`config.mk`:
```
export PLATFORM = sky130hd
export DESIGN_NAME = synth_voice_allocator
export DESIGN_NICKNAME = d
export VERILOG_FILES = /design/src/hw/rtl/svalloc_pkg.sv /design/src/hw/rtl/svalloc_cmp_unit.sv /design/src/hw/rtl/svalloc_voice_file.sv /design/src/hw/rtl/synth_voice_allocator.sv
export VERILOG_INCLUDE_DIRS = /design/src /design/src/hw/rtl
export SDC_FILE = /design/constraint.sdc
export NUM_CORES = 1
export LEC_CHECK = 0
export BUFFER_PORTS_ARGS = -buffer_cell sky130_fd_sc_hd__buf_2
export CAP_MARGIN = 20
export CORE_MARGIN = 5
export CORE_UTILIZATION = 59
export DETAILED_ROUTE_END_ITERATION = 7
export MAX_ROUTING_LAYER = met4
export PLACE_DENSITY = 0.87
export SYNTH_ARGS = -nofsm -noshare
export SYNTH_HDL_FRONTEND = slang
export SYNTH_SLANG_ARGS = --single-unit
```
`constraint.sdc`:
```
create_clock -name clock -period 16.7 [get_ports clock]
set_input_delay 2.505 -clock clock [delete_from_list [all_inputs] [get_ports clock]]
set_output_delay 2.505 -clock clock [all_outputs]
set_load 0.01 [all_outputs]
```
`src/hw/rtl/synth_voice_allocator_assert.svh`:
```
// Assertion macros for the voice allocator.
// Included by the top level; expands to nothing when SYNTHESIS is defined.
`ifndef SYNTH_VOICE_ALLOCATOR_ASSERT_SVH
`define SYNTH_VOICE_ALLOCATOR_ASSERT_SVH
`ifndef SYNTHESIS
// Checked property, disabled while reset is high.
`define SVALLOC_ASSERT(lbl, clk, rst, prop, msg) \
   lbl: assert property (@(posedge clk) disable iff (rst) prop) else $error(msg);
// Checked property that is also evaluated during reset.
`define SVALLOC_ASSERT_ALWAYS(lbl, clk, prop, msg) \
   lbl: assert property (@(posedge clk) prop) else $error(msg);
`else
`define SVALLOC_ASSERT(lbl, clk, rst, prop, msg)
`define SVALLOC_ASSERT_ALWAYS(lbl, clk, prop, msg)
`endif
`endif

```
`src/hw/rtl/svalloc_pkg.sv`:
```
// Package for the voice allocator: field widths, codes and shared types.
// No dependencies.
`default_nettype none

package svalloc_pkg;

   localparam int unsigned NUM_VOICES_DEF = 9;
   localparam int unsigned NUM_CHANNELS   = 16;

   localparam int unsigned TYPE_W    = 2;
   localparam int unsigned CHAN_W    = 4;
   localparam int unsigned NOTE_W    = 7;
   localparam int unsigned SVOICE_W  = 4;
   localparam int unsigned VIDX_W    = 4;
   localparam int unsigned OUTCOME_W = 3;
   localparam int unsigned STAMP_W   = 32;

   // Request types.
   localparam logic [TYPE_W-1:0] REQ_NOTE_ON  = 2'd0;
   localparam logic [TYPE_W-1:0] REQ_NOTE_OFF = 2'd1;
   localparam logic [TYPE_W-1:0] REQ_SILENT   = 2'd2;
   localparam logic [TYPE_W-1:0] REQ_ALL_OFF  = 2'd3;

   // Result outcomes.
   localparam logic [OUTCOME_W-1:0] OC_FREE      = 3'd0;
   localparam logic [OUTCOME_W-1:0] OC_STEAL_REL = 3'd1;
   localparam logic [OUTCOME_W-1:0] OC_STEAL_ACT = 3'd2;
   localparam logic [OUTCOME_W-1:0] OC_RELEASED  = 3'd3;
   localparam logic [OUTCOME_W-1:0] OC_FREED     = 3'd4;
   localparam logic [OUTCOME_W-1:0] OC_NONE      = 3'd5;

   typedef enum logic [2:0] {
      WR_NONE    = 3'd0,
      WR_ALLOC   = 3'd1,
      WR_RELEASE = 3'd2,
      WR_FREE    = 3'd3,
      WR_ALL_OFF = 3'd4
   } wr_op_type;

   typedef struct packed {
      wr_op_type           op;
      logic [CHAN_W-1:0]   chan;
      logic [NOTE_W-1:0]   note;
      logic [STAMP_W-1:0]  stamp;
   } wr_cmd_type;

   typedef struct packed {
      logic                active;
      logic                released;
      logic [CHAN_W-1:0]   owner;
      logic [NOTE_W-1:0]   note;
      logic [STAMP_W-1:0]  stamp;
   } entry_type;

   typedef struct packed {
      logic is_free;
      logic is_match;
      logic better;
   } cmp_res_type;

endpackage

`default_nettype wire

```
`src/hw/rtl/svalloc_cmp_unit.sv`:
```
// Shared compare unit: judges one voice entry per cycle against the request
// key and the best stamp found so far. Depends on svalloc_pkg.
`default_nettype none

module svalloc_cmp_unit (
   input  svalloc_pkg::entry_type                    entry,
   input  logic [svalloc_pkg::CHAN_W-1:0]            key_chan,
   input  logic [svalloc_pkg::NOTE_W-1:0]            key_note,
   input  logic [svalloc_pkg::STAMP_W-1:0]           best_stamp,
   input  logic                                      best_found,
   input  logic                                      rel_only,
   output svalloc_pkg::cmp_res_type                  res
);
   import svalloc_pkg::*;

   logic eligible;

   assign eligible     = !rel_only || entry.released;
   assign res.is_free  = !entry.active;
   assign res.is_match = entry.active && !entry.released &&
                         (entry.owner == key_chan) && (entry.note == key_note);
   // Strict less-than keeps the lower index on a tie.
   assign res.better   = eligible && (!best_found || (entry.stamp < best_stamp));

endmodule

`default_nettype wire

```
`src/hw/rtl/svalloc_voice_file.sv`:
```
// Voice state registers: flag vectors plus owner, note and stamp per voice.
// One read port, one write command per cycle. Depends on svalloc_pkg.
`default_nettype none

module svalloc_voice_file #(
   parameter int unsigned NUM_VOICES = svalloc_pkg::NUM_VOICES_DEF,
   localparam int unsigned VW = $clog2(NUM_VOICES)
) (
   input  logic                        clock,
   input  logic                        reset,
   input  logic [VW-1:0]               rd_idx,
   output svalloc_pkg::entry_type      rd_entry,
   input  logic [VW-1:0]               wr_idx,
   input  svalloc_pkg::wr_cmd_type     wr_cmd
);
   import svalloc_pkg::*;

   logic [NUM_VOICES-1:0] active_ff, active_in;
   logic [NUM_VOICES-1:0] released_ff, released_in;
   logic [CHAN_W-1:0]     owner_ff [NUM_VOICES];
   logic [NOTE_W-1:0]     note_ff  [NUM_VOICES];
   logic [STAMP_W-1:0]    stamp_ff [NUM_VOICES];

   always_comb begin
      active_in   = active_ff;
      released_in = released_ff;
      case (wr_cmd.op)
         WR_ALLOC: begin
            active_in[wr_idx]   = 1'b1;
            released_in[wr_idx] = 1'b0;
         end
         WR_RELEASE: begin
            released_in[wr_idx] = 1'b1;
         end
         WR_FREE: begin
            active_in[wr_idx] = 1'b0;
         end
         WR_ALL_OFF: begin
            released_in = released_ff | active_ff;
            active_in   = '0;
         end
         default: begin
         end
      endcase
   end

   always_ff @(posedge clock) begin
      if (reset) begin
         active_ff   <= '0;
         released_ff <= '0;
      end else begin
         active_ff   <= active_in;
         released_ff <= released_in;
      end
   end

   // Owner, note and stamp are only read for voices that were allocated.
   always_ff @(posedge clock) begin
      if (wr_cmd.op == WR_ALLOC) begin
         owner_ff[wr_idx] <= wr_cmd.chan;
         note_ff[wr_idx]  <= wr_cmd.note;
         stamp_ff[wr_idx] <= wr_cmd.stamp;
      end
   end

   assign rd_entry.active   = active_ff[rd_idx];
   assign rd_entry.released = released_ff[rd_idx];
   assign rd_entry.owner    = owner_ff[rd_idx];
   assign rd_entry.note     = note_ff[rd_idx];
   assign rd_entry.stamp    = stamp_ff[rd_idx];

endmodule

`default_nettype wire

```
`src/hw/rtl/synth_voice_allocator.sv`:
```
// Voice allocator top level: request sequencer, age counter and result
// register. Uses svalloc_pkg, svalloc_voice_file and svalloc_cmp_unit.
//
//   channel   handshake            payload
//   request   start / busy         req_type, req_channel, req_note_number,
//                                  req_silent_voice
//   result    rsp_valid (strobe)   rsp_voice_index, rsp_outcome
//
// An item is taken when start is high and busy is low; busy then stays high
// until the item finishes. The item is first decoded. Voice-silent, all-off
// and rejected items finish there. A note-off scans the voices one per cycle
// and stops at the first match or after the last voice. A note-on scans for
// a free voice while tracking the oldest released one, and when both fail it
// scans again for the oldest voice of all, in the shared compare unit. The
// result strobe rises the cycle after the item finishes and lasts one cycle;
// busy is already low then, so the next item may be taken in that cycle. The
// receiver cannot stall. Reset is synchronous and clears all voices and the
// age counter.
`default_nettype none
`include "synth_voice_allocator_assert.svh"

module synth_voice_allocator #(
   parameter int unsigned NUM_VOICES = svalloc_pkg::NUM_VOICES_DEF
) (
   input  logic                                 clock,
   input  logic                                 reset,
   input  logic                                 start,
   output logic                                 busy,
   input  logic [svalloc_pkg::TYPE_W-1:0]       req_type,
   input  logic [svalloc_pkg::CHAN_W-1:0]       req_channel,
   input  logic [svalloc_pkg::NOTE_W-1:0]       req_note_number,
   input  logic [svalloc_pkg::SVOICE_W-1:0]     req_silent_voice,
   output logic                                 rsp_valid,
   output logic [svalloc_pkg::VIDX_W-1:0]       rsp_voice_index,
   output logic [svalloc_pkg::OUTCOME_W-1:0]    rsp_outcome
);
   import svalloc_pkg::*;

   localparam int unsigned VW = $clog2(NUM_VOICES);

   // Sequencer states, one-hot.
   typedef enum logic [4:0] {
      ST_IDLE     = 5'b00001,
      ST_DECODE   = 5'b00010,
      ST_SCAN_REL = 5'b00100,
      ST_SCAN_ANY = 5'b01000,
      ST_SCAN_OFF = 5'b10000
   } state_type;

   state_type state_ff, state_in;

   // The latched request item.
   logic [TYPE_W-1:0]    type_ff, type_in;
   logic [CHAN_W-1:0]    chan_ff, chan_in;
   logic [NOTE_W-1:0]    note_ff, note_in;
   logic [SVOICE_W-1:0]  sv_ff, sv_in;

   // Scan position and the best candidate found so far.
   logic [VW-1:0]        idx_ff, idx_in;
   logic [VW-1:0]        best_idx_ff, best_idx_in;
   logic [STAMP_W-1:0]   best_stamp_ff, best_stamp_in;
   logic                 best_found_ff, best_found_in;

   logic [STAMP_W-1:0]   age_ff, age_in;

   logic                 rsp_valid_ff, rsp_valid_in;
   logic [VIDX_W-1:0]    rsp_idx_ff, rsp_idx_in;
   logic [OUTCOME_W-1:0] rsp_oc_ff, rsp_oc_in;

   logic [VW-1:0]        rd_idx;
   logic [VW-1:0]        wr_idx;
   logic [VW-1:0]        sv_idx;
   logic [VW-1:0]        steal_idx;
   logic [31:0]          wide_idx;
   entry_type            entry;
   wr_cmd_type           wr_cmd;
   cmp_res_type          cmp;
   logic                 chan_ok;
   logic                 sv_ok;
   logic                 last_voice;

   assign chan_ok    = {28'd0, chan_ff} < 32'(NUM_CHANNELS);
   assign sv_ok      = {28'd0, sv_ff} < 32'(NUM_VOICES);
   assign sv_idx     = VW'(sv_ff);
   assign last_voice = (idx_ff == VW'(NUM_VOICES - 1));

   // The decode cycle reads the silent voice; scans read the scan position.
   assign rd_idx = (state_ff == ST_DECODE) ? sv_idx : idx_ff;

   // Candidate for a steal at the end of a pass: the voice under the
   // compare unit wins if it beats the best so far.
   assign steal_idx = cmp.better ? idx_ff : best_idx_ff;

   svalloc_voice_file #(
      .NUM_VOICES (NUM_VOICES)
   ) u_voice_file (
      .clock    (clock),
      .reset    (reset),
      .rd_idx   (rd_idx),
      .rd_entry (entry),
      .wr_idx   (wr_idx),
      .wr_cmd   (wr_cmd)
   );

   svalloc_cmp_unit u_cmp_unit (
      .entry      (entry),
      .key_chan   (chan_ff),
      .key_note   (note_ff),
      .best_stamp (best_stamp_ff),
      .best_found (best_found_ff),
      .rel_only   (state_ff == ST_SCAN_REL),
      .res        (cmp)
   );

   always_comb begin
      state_in      = state_ff;
      type_in       = type_ff;
      chan_in       = chan_ff;
      note_in       = note_ff;
      sv_in         = sv_ff;
      idx_in        = idx_ff;
      best_idx_in   = best_idx_ff;
      best_stamp_in = best_stamp_ff;
      best_found_in = best_found_ff;
      age_in        = age_ff;
      rsp_valid_in  = 1'b0;
      rsp_idx_in    = rsp_idx_ff;
      rsp_oc_in     = rsp_oc_ff;
      wr_idx        = idx_ff;
      wr_cmd.op     = WR_NONE;
      wr_cmd.chan   = chan_ff;
      wr_cmd.note   = note_ff;
      wr_cmd.stamp  = age_ff;
      wide_idx      = 32'(idx_ff);

      case (state_ff)
         ST_IDLE: begin
            if (start) begin
               type_in  = req_type;
               chan_in  = req_channel;
               note_in  = req_note_number;
               sv_in    = req_silent_voice;
               state_in = ST_DECODE;
            end
         end

         ST_DECODE: begin
            idx_in        = '0;
            best_found_in = 1'b0;
            case (type_ff)
               REQ_NOTE_ON, REQ_NOTE_OFF: begin
                  if (!chan_ok) begin
                     rsp_valid_in = 1'b1;
                     rsp_idx_in   = '0;
                     rsp_oc_in    = OC_NONE;
                     state_in     = ST_IDLE;
                  end else if (type_ff == REQ_NOTE_ON) begin
                     state_in = ST_SCAN_REL;
                  end else begin
                     state_in = ST_SCAN_OFF;
                  end
               end
               REQ_SILENT: begin
                  rsp_valid_in = 1'b1;
                  state_in     = ST_IDLE;
                  if (sv_ok && entry.active && entry.released) begin
                     wr_idx     = sv_idx;
                     wr_cmd.op  = WR_FREE;
                     rsp_idx_in = sv_ff;
                     rsp_oc_in  = OC_FREED;
                  end else begin
                     rsp_idx_in = '0;
                     rsp_oc_in  = OC_NONE;
                  end
               end
               default: begin
                  // All notes off.
                  wr_cmd.op    = WR_ALL_OFF;
                  rsp_valid_in = 1'b1;
                  rsp_idx_in   = '0;
                  rsp_oc_in    = OC_FREED;
                  state_in     = ST_IDLE;
               end
            endcase
         end

         ST_SCAN_REL: begin
            if (cmp.is_free) begin
               // Lowest free voice: every voice before it is active.
               wr_cmd.op    = WR_ALLOC;
               age_in       = age_ff + 32'd1;
               rsp_valid_in = 1'b1;
               rsp_idx_in   = wide_idx[VIDX_W-1:0];
               rsp_oc_in    = OC_FREE;
               state_in     = ST_IDLE;
            end else begin
               if (cmp.better) begin
                  best_idx_in   = idx_ff;
                  best_stamp_in = entry.stamp;
                  best_found_in = 1'b1;
               end
               if (last_voice) begin
                  if (best_found_ff || cmp.better) begin
                     wr_idx       = steal_idx;
                     wr_cmd.op    = WR_ALLOC;
                     age_in       = age_ff + 32'd1;
                     wide_idx     = 32'(steal_idx);
                     rsp_valid_in = 1'b1;
                     rsp_idx_in   = wide_idx[VIDX_W-1:0];
                     rsp_oc_in    = OC_STEAL_REL;
                     state_in     = ST_IDLE;
                  end else begin
                     // No released voice: look for the oldest of all.
                     idx_in        = '0;
                     best_found_in = 1'b0;
                     state_in      = ST_SCAN_ANY;
                  end
               end else begin
                  idx_in = idx_ff + VW'(1);
               end
            end
         end

         ST_SCAN_ANY: begin
            if (cmp.better) begin
               best_idx_in   = idx_ff;
               best_stamp_in = entry.stamp;
               best_found_in = 1'b1;
            end
            if (last_voice) begin
               wr_idx       = steal_idx;
               wr_cmd.op    = WR_ALLOC;
               age_in       = age_ff + 32'd1;
               wide_idx     = 32'(steal_idx);
               rsp_valid_in = 1'b1;
               rsp_idx_in   = wide_idx[VIDX_W-1:0];
               rsp_oc_in    = OC_STEAL_ACT;
               state_in     = ST_IDLE;
            end else begin
               idx_in = idx_ff + VW'(1);
            end
         end

         ST_SCAN_OFF: begin
            if (cmp.is_match) begin
               wr_cmd.op    = WR_RELEASE;
               rsp_valid_in = 1'b1;
               rsp_idx_in   = wide_idx[VIDX_W-1:0];
               rsp_oc_in    = OC_RELEASED;
               state_in     = ST_IDLE;
            end else if (last_voice) begin
               rsp_valid_in = 1'b1;
               rsp_idx_in   = '0;
               rsp_oc_in    = OC_NONE;
               state_in     = ST_IDLE;
            end else begin
               idx_in = idx_ff + VW'(1);
            end
         end

         default: begin
            state_in = ST_IDLE;
         end
      endcase
   end

   // Control state.
   always_ff @(posedge clock) begin
      if (reset) begin
         state_ff     <= ST_IDLE;
         age_ff       <= '0;
         rsp_valid_ff <= 1'b0;
      end else begin
         state_ff     <= state_in;
         age_ff       <= age_in;
         rsp_valid_ff <= rsp_valid_in;
      end
   end

   // Payload and scan registers.
   always_ff @(posedge clock) begin
      type_ff       <= type_in;
      chan_ff       <= chan_in;
      note_ff       <= note_in;
      sv_ff         <= sv_in;
      idx_ff        <= idx_in;
      best_idx_ff   <= best_idx_in;
      best_stamp_ff <= best_stamp_in;
      best_found_ff <= best_found_in;
      rsp_idx_ff    <= rsp_idx_in;
      rsp_oc_ff     <= rsp_oc_in;
   end

   assign busy            = (state_ff != ST_IDLE);
   assign rsp_valid       = rsp_valid_ff;
   assign rsp_voice_index = rsp_idx_ff;
   assign rsp_outcome     = rsp_oc_ff;

   // Strobes never touch: the state that raises one is followed by idle, which raises none.
   `SVALLOC_ASSERT(a_strobe_single, clock, reset, rsp_valid |=> !rsp_valid, "result strobe held two cycles")

   // An item only finishes together with its result.
   `SVALLOC_ASSERT(a_done_with_result, clock, reset, ($fell(busy) && !$past(reset)) |-> rsp_valid, "item finished without a result")

   // The age counter moves only when a note-on allocates a voice.
   `SVALLOC_ASSERT(a_age_on_alloc, clock, reset, ((age_ff != $past(age_ff)) && !$past(reset)) |-> (rsp_valid && (rsp_outcome == OC_FREE || rsp_outcome == OC_STEAL_REL || rsp_outcome == OC_STEAL_ACT)), "age counter moved without an allocation")

endmodule

`default_nettype wire
```
# Yosys cells after proc, flatten, opt, wreduce, memory -nomap -nowiden
# Memory sizes are Yosys's and may differ from the RTL's.
# Index checks and enable logic that the tools add are counted.
# word_totals
reg_bits,121
in_bits,20
n_memories,3
out_inout_bits,9
mem_bits_rw,387
wordCells,164
# memory_table
memory,depth,width,read_ports,rd_ports_with_merged_regs,write_ports,line_no,source
u_voice_file.stamp_ff,9,32,1,0,1,svalloc_voice_file.sv:22,logic [STAMP_W-1:0] stamp_ff [NUM_VOICES];
u_voice_file.note_ff,9,7,1,0,1,svalloc_voice_file.sv:21,logic [NOTE_W-1:0] note_ff [NUM_VOICES];
u_voice_file.owner_ff,9,4,1,0,1,svalloc_voice_file.sv:20,logic [CHAN_W-1:0] owner_ff [NUM_VOICES];
# classes
mux,82
n_lt_le_gt_ge,5
bitwise_logic,6
addsub,2
eq_ne,24
n_reduce_logical,27
# ops
op,n
2-to-1 mux 32 bit,6
case mux 32 bit (2 select lines),2
2-to-1 mux 4 bit,22
case mux 9 bit (3 select lines),2
2-to-1 mux 5 bit,7
"adder 32 x 1 -> 32 bit, second input constant",1
< comparator 32 bit,1
case mux 4 bit (4 select lines),2
OR 9 bit,3
case mux 5 bit (5 select lines),1
case mux 3 bit (4 select lines),2
2-to-1 mux 1 bit,20
AND 9 bit,2
2-to-1 mux 3 bit,6
case mux 4 bit (2 select lines),2
"!= test 3 bit, second input constant",4
case mux 3 bit (2 select lines),2
case mux 4 bit (3 select lines),1
"< comparator 4 x 5 -> 1 bit, second input constant",2
"!= test 2 bit, second input constant",5
NOT 9 bit,1
nonzero test 3 bit,3
binary-select mux 1 bit (select 4 bit),2
AND reduction 2 bit,4
30 further kinds,43

# Logic depth before layout (Yosys ltp)
# Gate-level depths: netlist (run 1).
# logic_depth
depth_word,18
depth_mapped,26

# Hierarchy
# Synthesis (run 1) repeated with hierarchy kept, for this count alone.
# unflattened
cells_unflattened,1281
hier_area_um2,21207.8
# by_module_without_submodules
mod,cells_each,area_per_inst_um2,seq_area_each_um2,instances
svalloc_voice_file,752,15686.3,11981.5,1
synth_voice_allocator,404,4580.6,2712.6,1
svalloc_cmp_unit,125,940.9,0.0,1

# Worst setup path before layout (run 1)
# OpenSTA, ideal clock, no wires.
# synth_timing
path_kind,flip-flop to flip-flop
startpoint,register state_ff[4]
endpoint,"memory u_voice_file.note_ff[2][0], enable pin"
n_path_buf,6
setup_time_ns,0.444
arrival_ns,6.697
slack_ns,9.559
required_ns,16.256
synth_period_minus_slack_ns,7.141
stages_incl_launch_ff,26
path_cell_list,dfxtp_1 > nor3_4 > nand2_1 > nand2_2 > buf_4 > buf_2 > clkbuf_1 > clkbuf_1 > nand2_1 > nand3_1 > a31oi_1 > a21oi_1 > ha_1 > a21o_1 > a21o_1 > a221oi_1 > o21ai_0 > a211oi_1 > a21oi_1 > a22o_1 > buf_2 > o21bai_1 > a22o_1 > clkbuf_1 > nand2_1 > nor2_1
# synth_lines
element,line_no,source
"start, declared",synth_voice_allocator.sv:50,"state_type state_ff, state_in;"
"start signal, assigned",synth_voice_allocator.sv:274,state_ff <= state_in;
"end, declared",svalloc_voice_file.sv:21,

==> results of run 1 <==
==> routing by layer <==
layer	part of all wire	track usage	wire length, µm
met1	0.38	0.331	20000
met2	0.50	0.425	26400
met3	0.093	0.0370	4910
met4	0.031	0.0836	1630
met5	0	-	0
==> cell type report <==
class | instances | area (µm²) | share of cell area
Sequential cell | 508 | 14700 | 0.604
Multi-Input combinational cell | 1080 | 6940 | 0.285
Clock buffer | 62 | 1310 | 0.0536
Tap cell | 474 | 593 | 0.0244
Timing Repair Buffer | 55 | 343 | 0.0141
Clock inverter | 26 | 293 | 0.0120
Inverter | 46 | 173 | 0.00709
==> synth_stat cells (all sizes together), types with 5 or more instances <==
library cell,n
edfxtp,452
nand2,233
nor2,107
mux2i,97
nand3,90
a21oi,85
clkbuf,63
dfxtp,56
inv,46
o22ai,37
a31oi,36
buf,35
ha,34
o21ai,33
xnor2,32
a211oi,25
nor3,25
nand4,20
a311oi,19
nand2b,19
o211ai,19
xor2,18
and3,13
o221ai,13
a221oi,11
nor2b,11
and2,8
o311ai,8
a21o,7
nor4,7
o22a,7
or3,7
a31o,5
mux2,5
==> logic make-up after synthesis <==
| logic type | Yosys count | synth area share |
|---|---|---|
| muxes | 103 | 0.0476 |
| buffers and inverters | 144 | 0.0272 |
| and+or+nand+nor | 562 | 0.118 |
| DFF | 508 | 0.664 |
| xor gates and xnor gates | 50 | 0.0198 |
| AOI/OAI and AO/OA | 331 | 0.104 |
| adders and majority gates | 34 | 0.0192 |
==> layout by cell type (no fill, tap or decap), drive strengths merged, types with 7 or more instances in the layout <==
master	synthesis	routed
ha	34	34
nand3	90	90
or3	7	7
and3	13	13
o211ai	19	19
o22ai	37	37
inv	46	50
a31oi	36	36
dfxtp	56	56
clkbuf	63	62
xnor2	32	32
nor4	7	7
buf	35	55
a211oi	25	25
a311oi	19	19
nand2b	19	19
nand2	233	233
o221ai	13	13
nor2b	11	11
mux2i	97	97
edfxtp	452	452
and2	8	8
a221oi	11	11
a21o	7	7
nand4	20	20
xor2	18	18
nor2	107	107
o22a	7	7
nor3	25	25
a21oi	85	85
o311ai	8	8
clkinv	0	15
o21ai	33	33
==> flip-flops by register name, indices dropped and copies added (netlist names), 5 cells and up <==
signal	cells
age_ff	32
best_stamp_ff	32
note_ff	7
state_ff	5
u_voice_file.active_ff	9
u_voice_file.note_ff	63
u_voice_file.owner_ff	36
u_voice_file.released_ff	9
u_voice_file.stamp_ff	288
==> stage by stage <==
| stage | util | instance area [µm²] |
|---|---|---|
| floorplan | - | 22100 |
| global placement | 0.610 | 22700 |
| detailed placement | 0.610 | 22700 |
| CTS | 0.652 | 24300 |
| global route | 0.652 | 24300 |
| finish | 0.652 | 24300 |
==> worst max-delay path by stage <==
stage | start | end | slack (ns) | cells past startpoint
CTS | state_ff[3]$_SDFFE_PP0P_ | u_voice_file.stamp_ff[3][14]$_DFFE_PP_ | 8.15 | 20
global placement | state_ff[3]$_SDFFE_PP0P_ | u_voice_file.stamp_ff[3][14]$_DFFE_PP_ | 8.66 | 20
detailed placement | state_ff[3]$_SDFFE_PP0P_ | u_voice_file.stamp_ff[3][14]$_DFFE_PP_ | 8.20 | 20
floorplan | state_ff[4]$_SDFFE_PP0P_ | u_voice_file.note_ff[2][0]$_DFFE_PP_ | 9.56 | 25
global route | state_ff[3]$_SDFFE_PP0P_ | u_voice_file.stamp_ff[3][15]$_DFFE_PP_ | 7.52 | 20
finish | state_ff[3]$_SDFFE_PP0P_ | u_voice_file.stamp_ff[3][16]$_DFFE_PP_ | 7.86 | 20
==> power by group through the flow <==
stage / Combinational, mW / Clock [mW] / Sequential (mW)
floorplan: 0.102 / 0 / 1.41
finish: 0.141 / 1.11 / 1.39
CTS: 0.138 / 1.11 / 1.39
global placement: 0.131 / 0 / 1.42
detailed placement: 0.136 / 0 / 1.42
global route: 0.150 / 1.17 / 1.39
==> critical path, cell delays in order, from the launching register on <==
cell	delay, ns
dfxtp_1	0.40
nand2b_1	0.81
o21ai_4	0.19
nand2_8	0.60
buf_4	0.73
mux2i_1	0.29
o22ai_1	0.10
a31oi_1	0.28
a21oi_1	0.16
ha_1	0.37
nand4_1	0.14
nor4_1	0.37
nor2b_1	0.24
o221ai_1	0.16
a21oi_1	0.53
a22o_1	0.50
o21bai_1	0.17
a22oi_1	0.98
nand2_1	0.42
nor2_4	0.18
buf_4	0.58
==> flow_summary.ini, run 1 <==
[run]
maxCapViolCount = 0

[timing]
clock.fmax_ghz = 0.113
relSlewSlack = 0.141
hold_ws_ns = 0.539
hold_violations = 0
fin_crit_ns = 8.84
fin_tns_setup_ns = 0
skew_ns = 0.0175
setup_violations = 0
setup_ws_ns = 7.86
tightest_slew_ns = 1.29
rsz0062_at_grt = false
timing.final.crit_share = 0.530
maxSlewViolCount = 0

[route]
viasPerCell = 6.60
ant_nets = 0
vias = 14900
drt_first_pass_iters = 6
drt_iter0_drc = 1827
wl_per_cell_um = 23.5
drt_wl_total_um = 52900
drc = 0

[logic_synthesis]
ys_top_cells_by_area = edfxtp_1 61%, dfxtp_1 5.1%, mux2i_1 4.3%
yosys.area.top_type_share = 0.614
syn_inst = 1732
synthDistinctLibCells = 78
async_flop_share = 0
syn_area_mm2 = 0.0221
ys_ff_latch = 508
synthFlopType = edfxtp_1
synth_top_area_cell = edfxtp_1
yosys_warnings = 0
syn_nets = 1786
yosysSeqAreaShare = 0.664
synth_edf_count = 452
synth.avg_cell_area_um2 = 12.8

[placed_design]
place_ws_ns = 8.20
hpwl_um = 29500
gp_congestion = 0.926
port_buffers = 28
dp_cells = 2163

[power]
p_leak_nw = 8.49
internal_power_mw = 2.06
pwr-share-comb = 0.053
fin_total_pwr_mw = 2.64
vdd_drop_max_mv = 0.120
p_switching_mw = 0.581
power_density_mw_per_mm2 = 108
clkPwrFrac = 0.420
seqPwrFrac = 0.526
p_sw_frac = 0.220

[floorplan]
rows = 71
die_w_um = 204
die_y_um = 204
initial_core_util = 0.593
pin_count = 29
dieArea_mm2 = 0.0415
coreArea_mm2 = 0.0373

[finish]
antennaDiodeCount = 0
nets = 1792
fillers = 2492
syn_to_final_growth_pct = 10.0
layout-drive-gt1-share = 0.0974
final_cells = 2251

[worst_hold_path]
min_path_cells = 2
hold_class = flip-flop to flip-flop
min_from = u_voice_file.released_ff[5]$_SDFFE_PP0P_
hold_end = u_voice_file.released_ff[5]$_SDFFE_PP0P_

[cts]
htree_levels = 2
clk_pin_slew_ns = 0.07
cts_sinks = 508
cts_made_buffers = 47
root_buffer = clkbuf_16
cts_hold_buf = 0
clk_latency_ns = 0.58
tritoncts = built
cts_buffer_depth = 3
cts-resized-gates = 0
cts_setup_buffers = 0

[global_route]
grt_use_total = 0.256
grt_antenna_before_repair = 0
grt_pass1_vias = 14600
grt_max_degree = 102
grt_pass1_wl_um = 81100
overflow = 0

[critical_path]
crit_fanout = 101
crit_required_ns = 16.89
cp.arrival_ns = 9.04
critPathLaunchType = flip-flop
r2r_slack_ns = 7.86
r2r_end = u_voice_file.stamp_ff[3][16]$_DFFE_PP_
reg2reg_depth = 20
r2r-start = state_ff[3]$_SDFFE_PP0P_
end_kind = flip-flop
path_class = flip-flop to flip-flop

[run_status]
status = completed
Power figures use the tool's default switching activity.
==> run 2: changes to the inputs <==
--- a/config.mk
+++ b/config.mk
@@ -9,10 +9,10 @@
 export BUFFER_PORTS_ARGS = -buffer_cell sky130_fd_sc_hd__buf_2
 export CAP_MARGIN = 20
 export CORE_MARGIN = 5
-export CORE_UTILIZATION = 59
+export CORE_UTILIZATION = 57
 export DETAILED_ROUTE_END_ITERATION = 7
 export MAX_ROUTING_LAYER = met4
-export PLACE_DENSITY = 0.87
+export PLACE_DENSITY = 0.88
 export SYNTH_ARGS = -nofsm -noshare
 export SYNTH_HDL_FRONTEND = slang
 export SYNTH_SLANG_ARGS = --single-unit
==> constraint.sdc (replaced) <==
create_clock -name clock -period 7.48 [get_ports clock]
set_input_delay 1.122 -clock clock [delete_from_list [all_inputs] [get_ports clock]]
set_output_delay 1.122 -clock clock [all_outputs]
set_load 0.01 [all_outputs]
==> run 2 against run 1 <==
Flip-flop and latch count did not move. Final cell count rose by 2.9%. Clock power is 130% higher. Highest routed layer unchanged. Critical endpoint is now u_voice_file.stamp_ff[5][0]$_DFFE_PP_. Worst hold slack better by 0.023 ns. Clock-buffer cell count rose by 3. Via count up 0.19%. Non-clock buffer count increased by 19.
==> flow_summary.ini, run 2 (same netlist as run 1, synthesis figures left out) <==
[timing]
tightest_slew_ns = 0.965
hold_violations = 0
timing.final.crit_share = 0.928
relSlewSlack = 0.354
maxSlewViolCount = 0
rsz0062_at_grt = false
fin_tns_setup_ns = 0
clock.fmax_ghz = 0.144
skew_ns = 0.0229
fin_crit_ns = 6.94
setup_violations = 0

[placed_design]
hpwl_um = 32300
placed_cell_area_mm2 = 0.0231
port_buffers = 28
gp_congestion = 0.914

[floorplan]
coreArea_mm2 = 0.0386
initial_core_util = 0.574
pin_count = 29
dieArea_mm2 = 0.0428
rows = 72
die_w_um = 207
die_y_um = 207

[cts]
cts_sinks = 508
htree_levels = 2
cts_buffer_depth = 3
cts-resized-gates = 0
clk_pin_slew_ns = 0.06
tritoncts = built
cts_made_buffers = 49
cts_hold_buf = 0
cts_setup_buffers = 0
clk_latency_ns = 0.58
root_buffer = clkbuf_16

[route]
viasPerCell = 6.43
wl_per_cell_um = 23.2
vias = 14900
drc = 0
drt_iter0_drc = 1841
drt_first_pass_iters = 6
drt_wl_total_um = 53700
ant_nets = 0

[global_route]
grt_antenna_before_repair = 0
overflow = 0
grt_max_degree = 69
grt_pass1_vias = 14900
grt_use_total = 0.259
grt_pass1_wl_um = 83900

[finish]
largest_reg_flops = 288
fin_area_mm2 = 0.0248
utilization = 0.643
mostFrequentLayoutCells = 452 x edfxtp_1, 231 x nand2_1, 98 x nor2_1
fillers = 2696
layout-drive-gt1-share = 0.110
regArea_mm2 = 0.0147
nets = 1813
antennaDiodeCount = 0
max_flop_register = u_voice_file.stamp_ff
mostFrequentLayoutCell = edfxtp_1
reg_top3 = u_voice_file.stamp_ff: 288 flops, u_voice_file.note_ff: 63 flops, u_voice_file.owner_ff: 36 flops
syn_to_final_growth_pct = 12.1
multi_input_comb_area_mm2 = 0.00694

[critical_path]
crit_required_ns = 7.72
path_class = flip-flop to flip-flop
path_buf_inv = 3
end_kind = flip-flop
max_stage_delay_ns = 0.78
cp.arrival_ns = 7.18
crit_chain = and2b_1, buf_4, a21oi_1, or2_2, a31oi_1, a21oi_1, ha_1, nand4_1, nor3_1, o21ai_0, o21ai_0, a211oi_1, a21oi_1, a22o_1, a21oi_1, o2bb2ai_1, buf_4, and4_2, buf_12
cp_top_family = compound AO/OA/AOI/OAI gates
slowest_stage = or2_2
crit_fanout = 44
critPathLaunchType = flip-flop
cp_common_cell = a21oi_1

[run_status]
status = completed

[power]
p_leak_nw = 8.67
vdd_drop_max_mv = 0.235
power_density_mw_per_mm2 = 240

[run]
maxCapViolCount = 0

[worst_hold_path]
hold_class = flip-flop to flip-flop
run 2: cell types whose count changed in the layout (fill, tap and decap cells not counted), moves of 2 or more:
cell,change
buf_12,+14
clkbuf_1,-3
clkbuf_8,+5
inv_6,-2
clkinv_8,-2
clkinv_2,+2
buf_4,+5
run 2: tightest hold or removal path: stages (launching register included):
cell,delay [ns]
dfxtp_1,0.36
nand2_1,0.07
o21ai_0,0.07
run 2: per-stage QoR:
stage	std cells	worst slack, ns	power, mW	hold WS, ns
after floorplan	1732	0.339	3.38	0.473
after global placement	2226	1.15	3.46	0.519
after CTS	2317	0.735	5.97	0.547
after global routing	2317	0.201	6.13	0.593
after detailed placement	2226	0.797	3.47	0.525
final	2317	0.540	5.96	0.561
run 2: layer usage:
metal / vias to the layer above / routed length [µm] / track usage
li1: 6592 / - / -
met1: 7214 / 20400 / 0.336
met2: 913 / 26200 / 0.420
met3: 171 / 4930 / 0.0337
met4: 0 / 2230 / 0.106
met5: - / 0 / -
run 2: power breakdown:
| group | internal (mW) | leakage [nW] | total (mW) | switching [mW] |
|---|---|---|---|---|
| sequential | 3.07 | 4.62 | 3.10 | 0.0259 |
| clock | 1.48 | 0.813 | 2.54 | 1.05 |
| combinational | 0.113 | 3.24 | 0.324 | 0.212 |
run 2: final cells by class:
type,instances,share of cell area
Timing Repair Buffer,74,0.0267
Clock inverter,26,0.0115
Multi-Input combinational cell,1080,0.280
Tap cell,518,0.0261
Clock buffer,65,0.0560
Inverter,46,0.00697
Sequential cell,508,0.593
run 2: path summary, 6_finish.rpt:
| path | start | depth (start not counted) | to | slack, ns |
|---|---|---|---|---|
| setup / recovery | state_ff[3]$_SDFFE_PP0P_ | 19 | u_voice_file.stamp_ff[5][0]$_DFFE_PP_ | 0.54 |
| hold / removal | u_voice_file.active_ff[8]$_SDFFE_PP0P_ | 2 | u_voice_file.active_ff[8]$_SDFFE_PP0P_ | 0.56 |
| setup reg to reg | state_ff[3]$_SDFFE_PP0P_ | 19 | u_voice_file.stamp_ff[5][0]$_DFFE_PP_ | 0.54 |
| hold reg to reg | u_voice_file.active_ff[8]$_SDFFE_PP0P_ | 2 | u_voice_file.active_ff[8]$_SDFFE_PP0P_ | 0.56 |
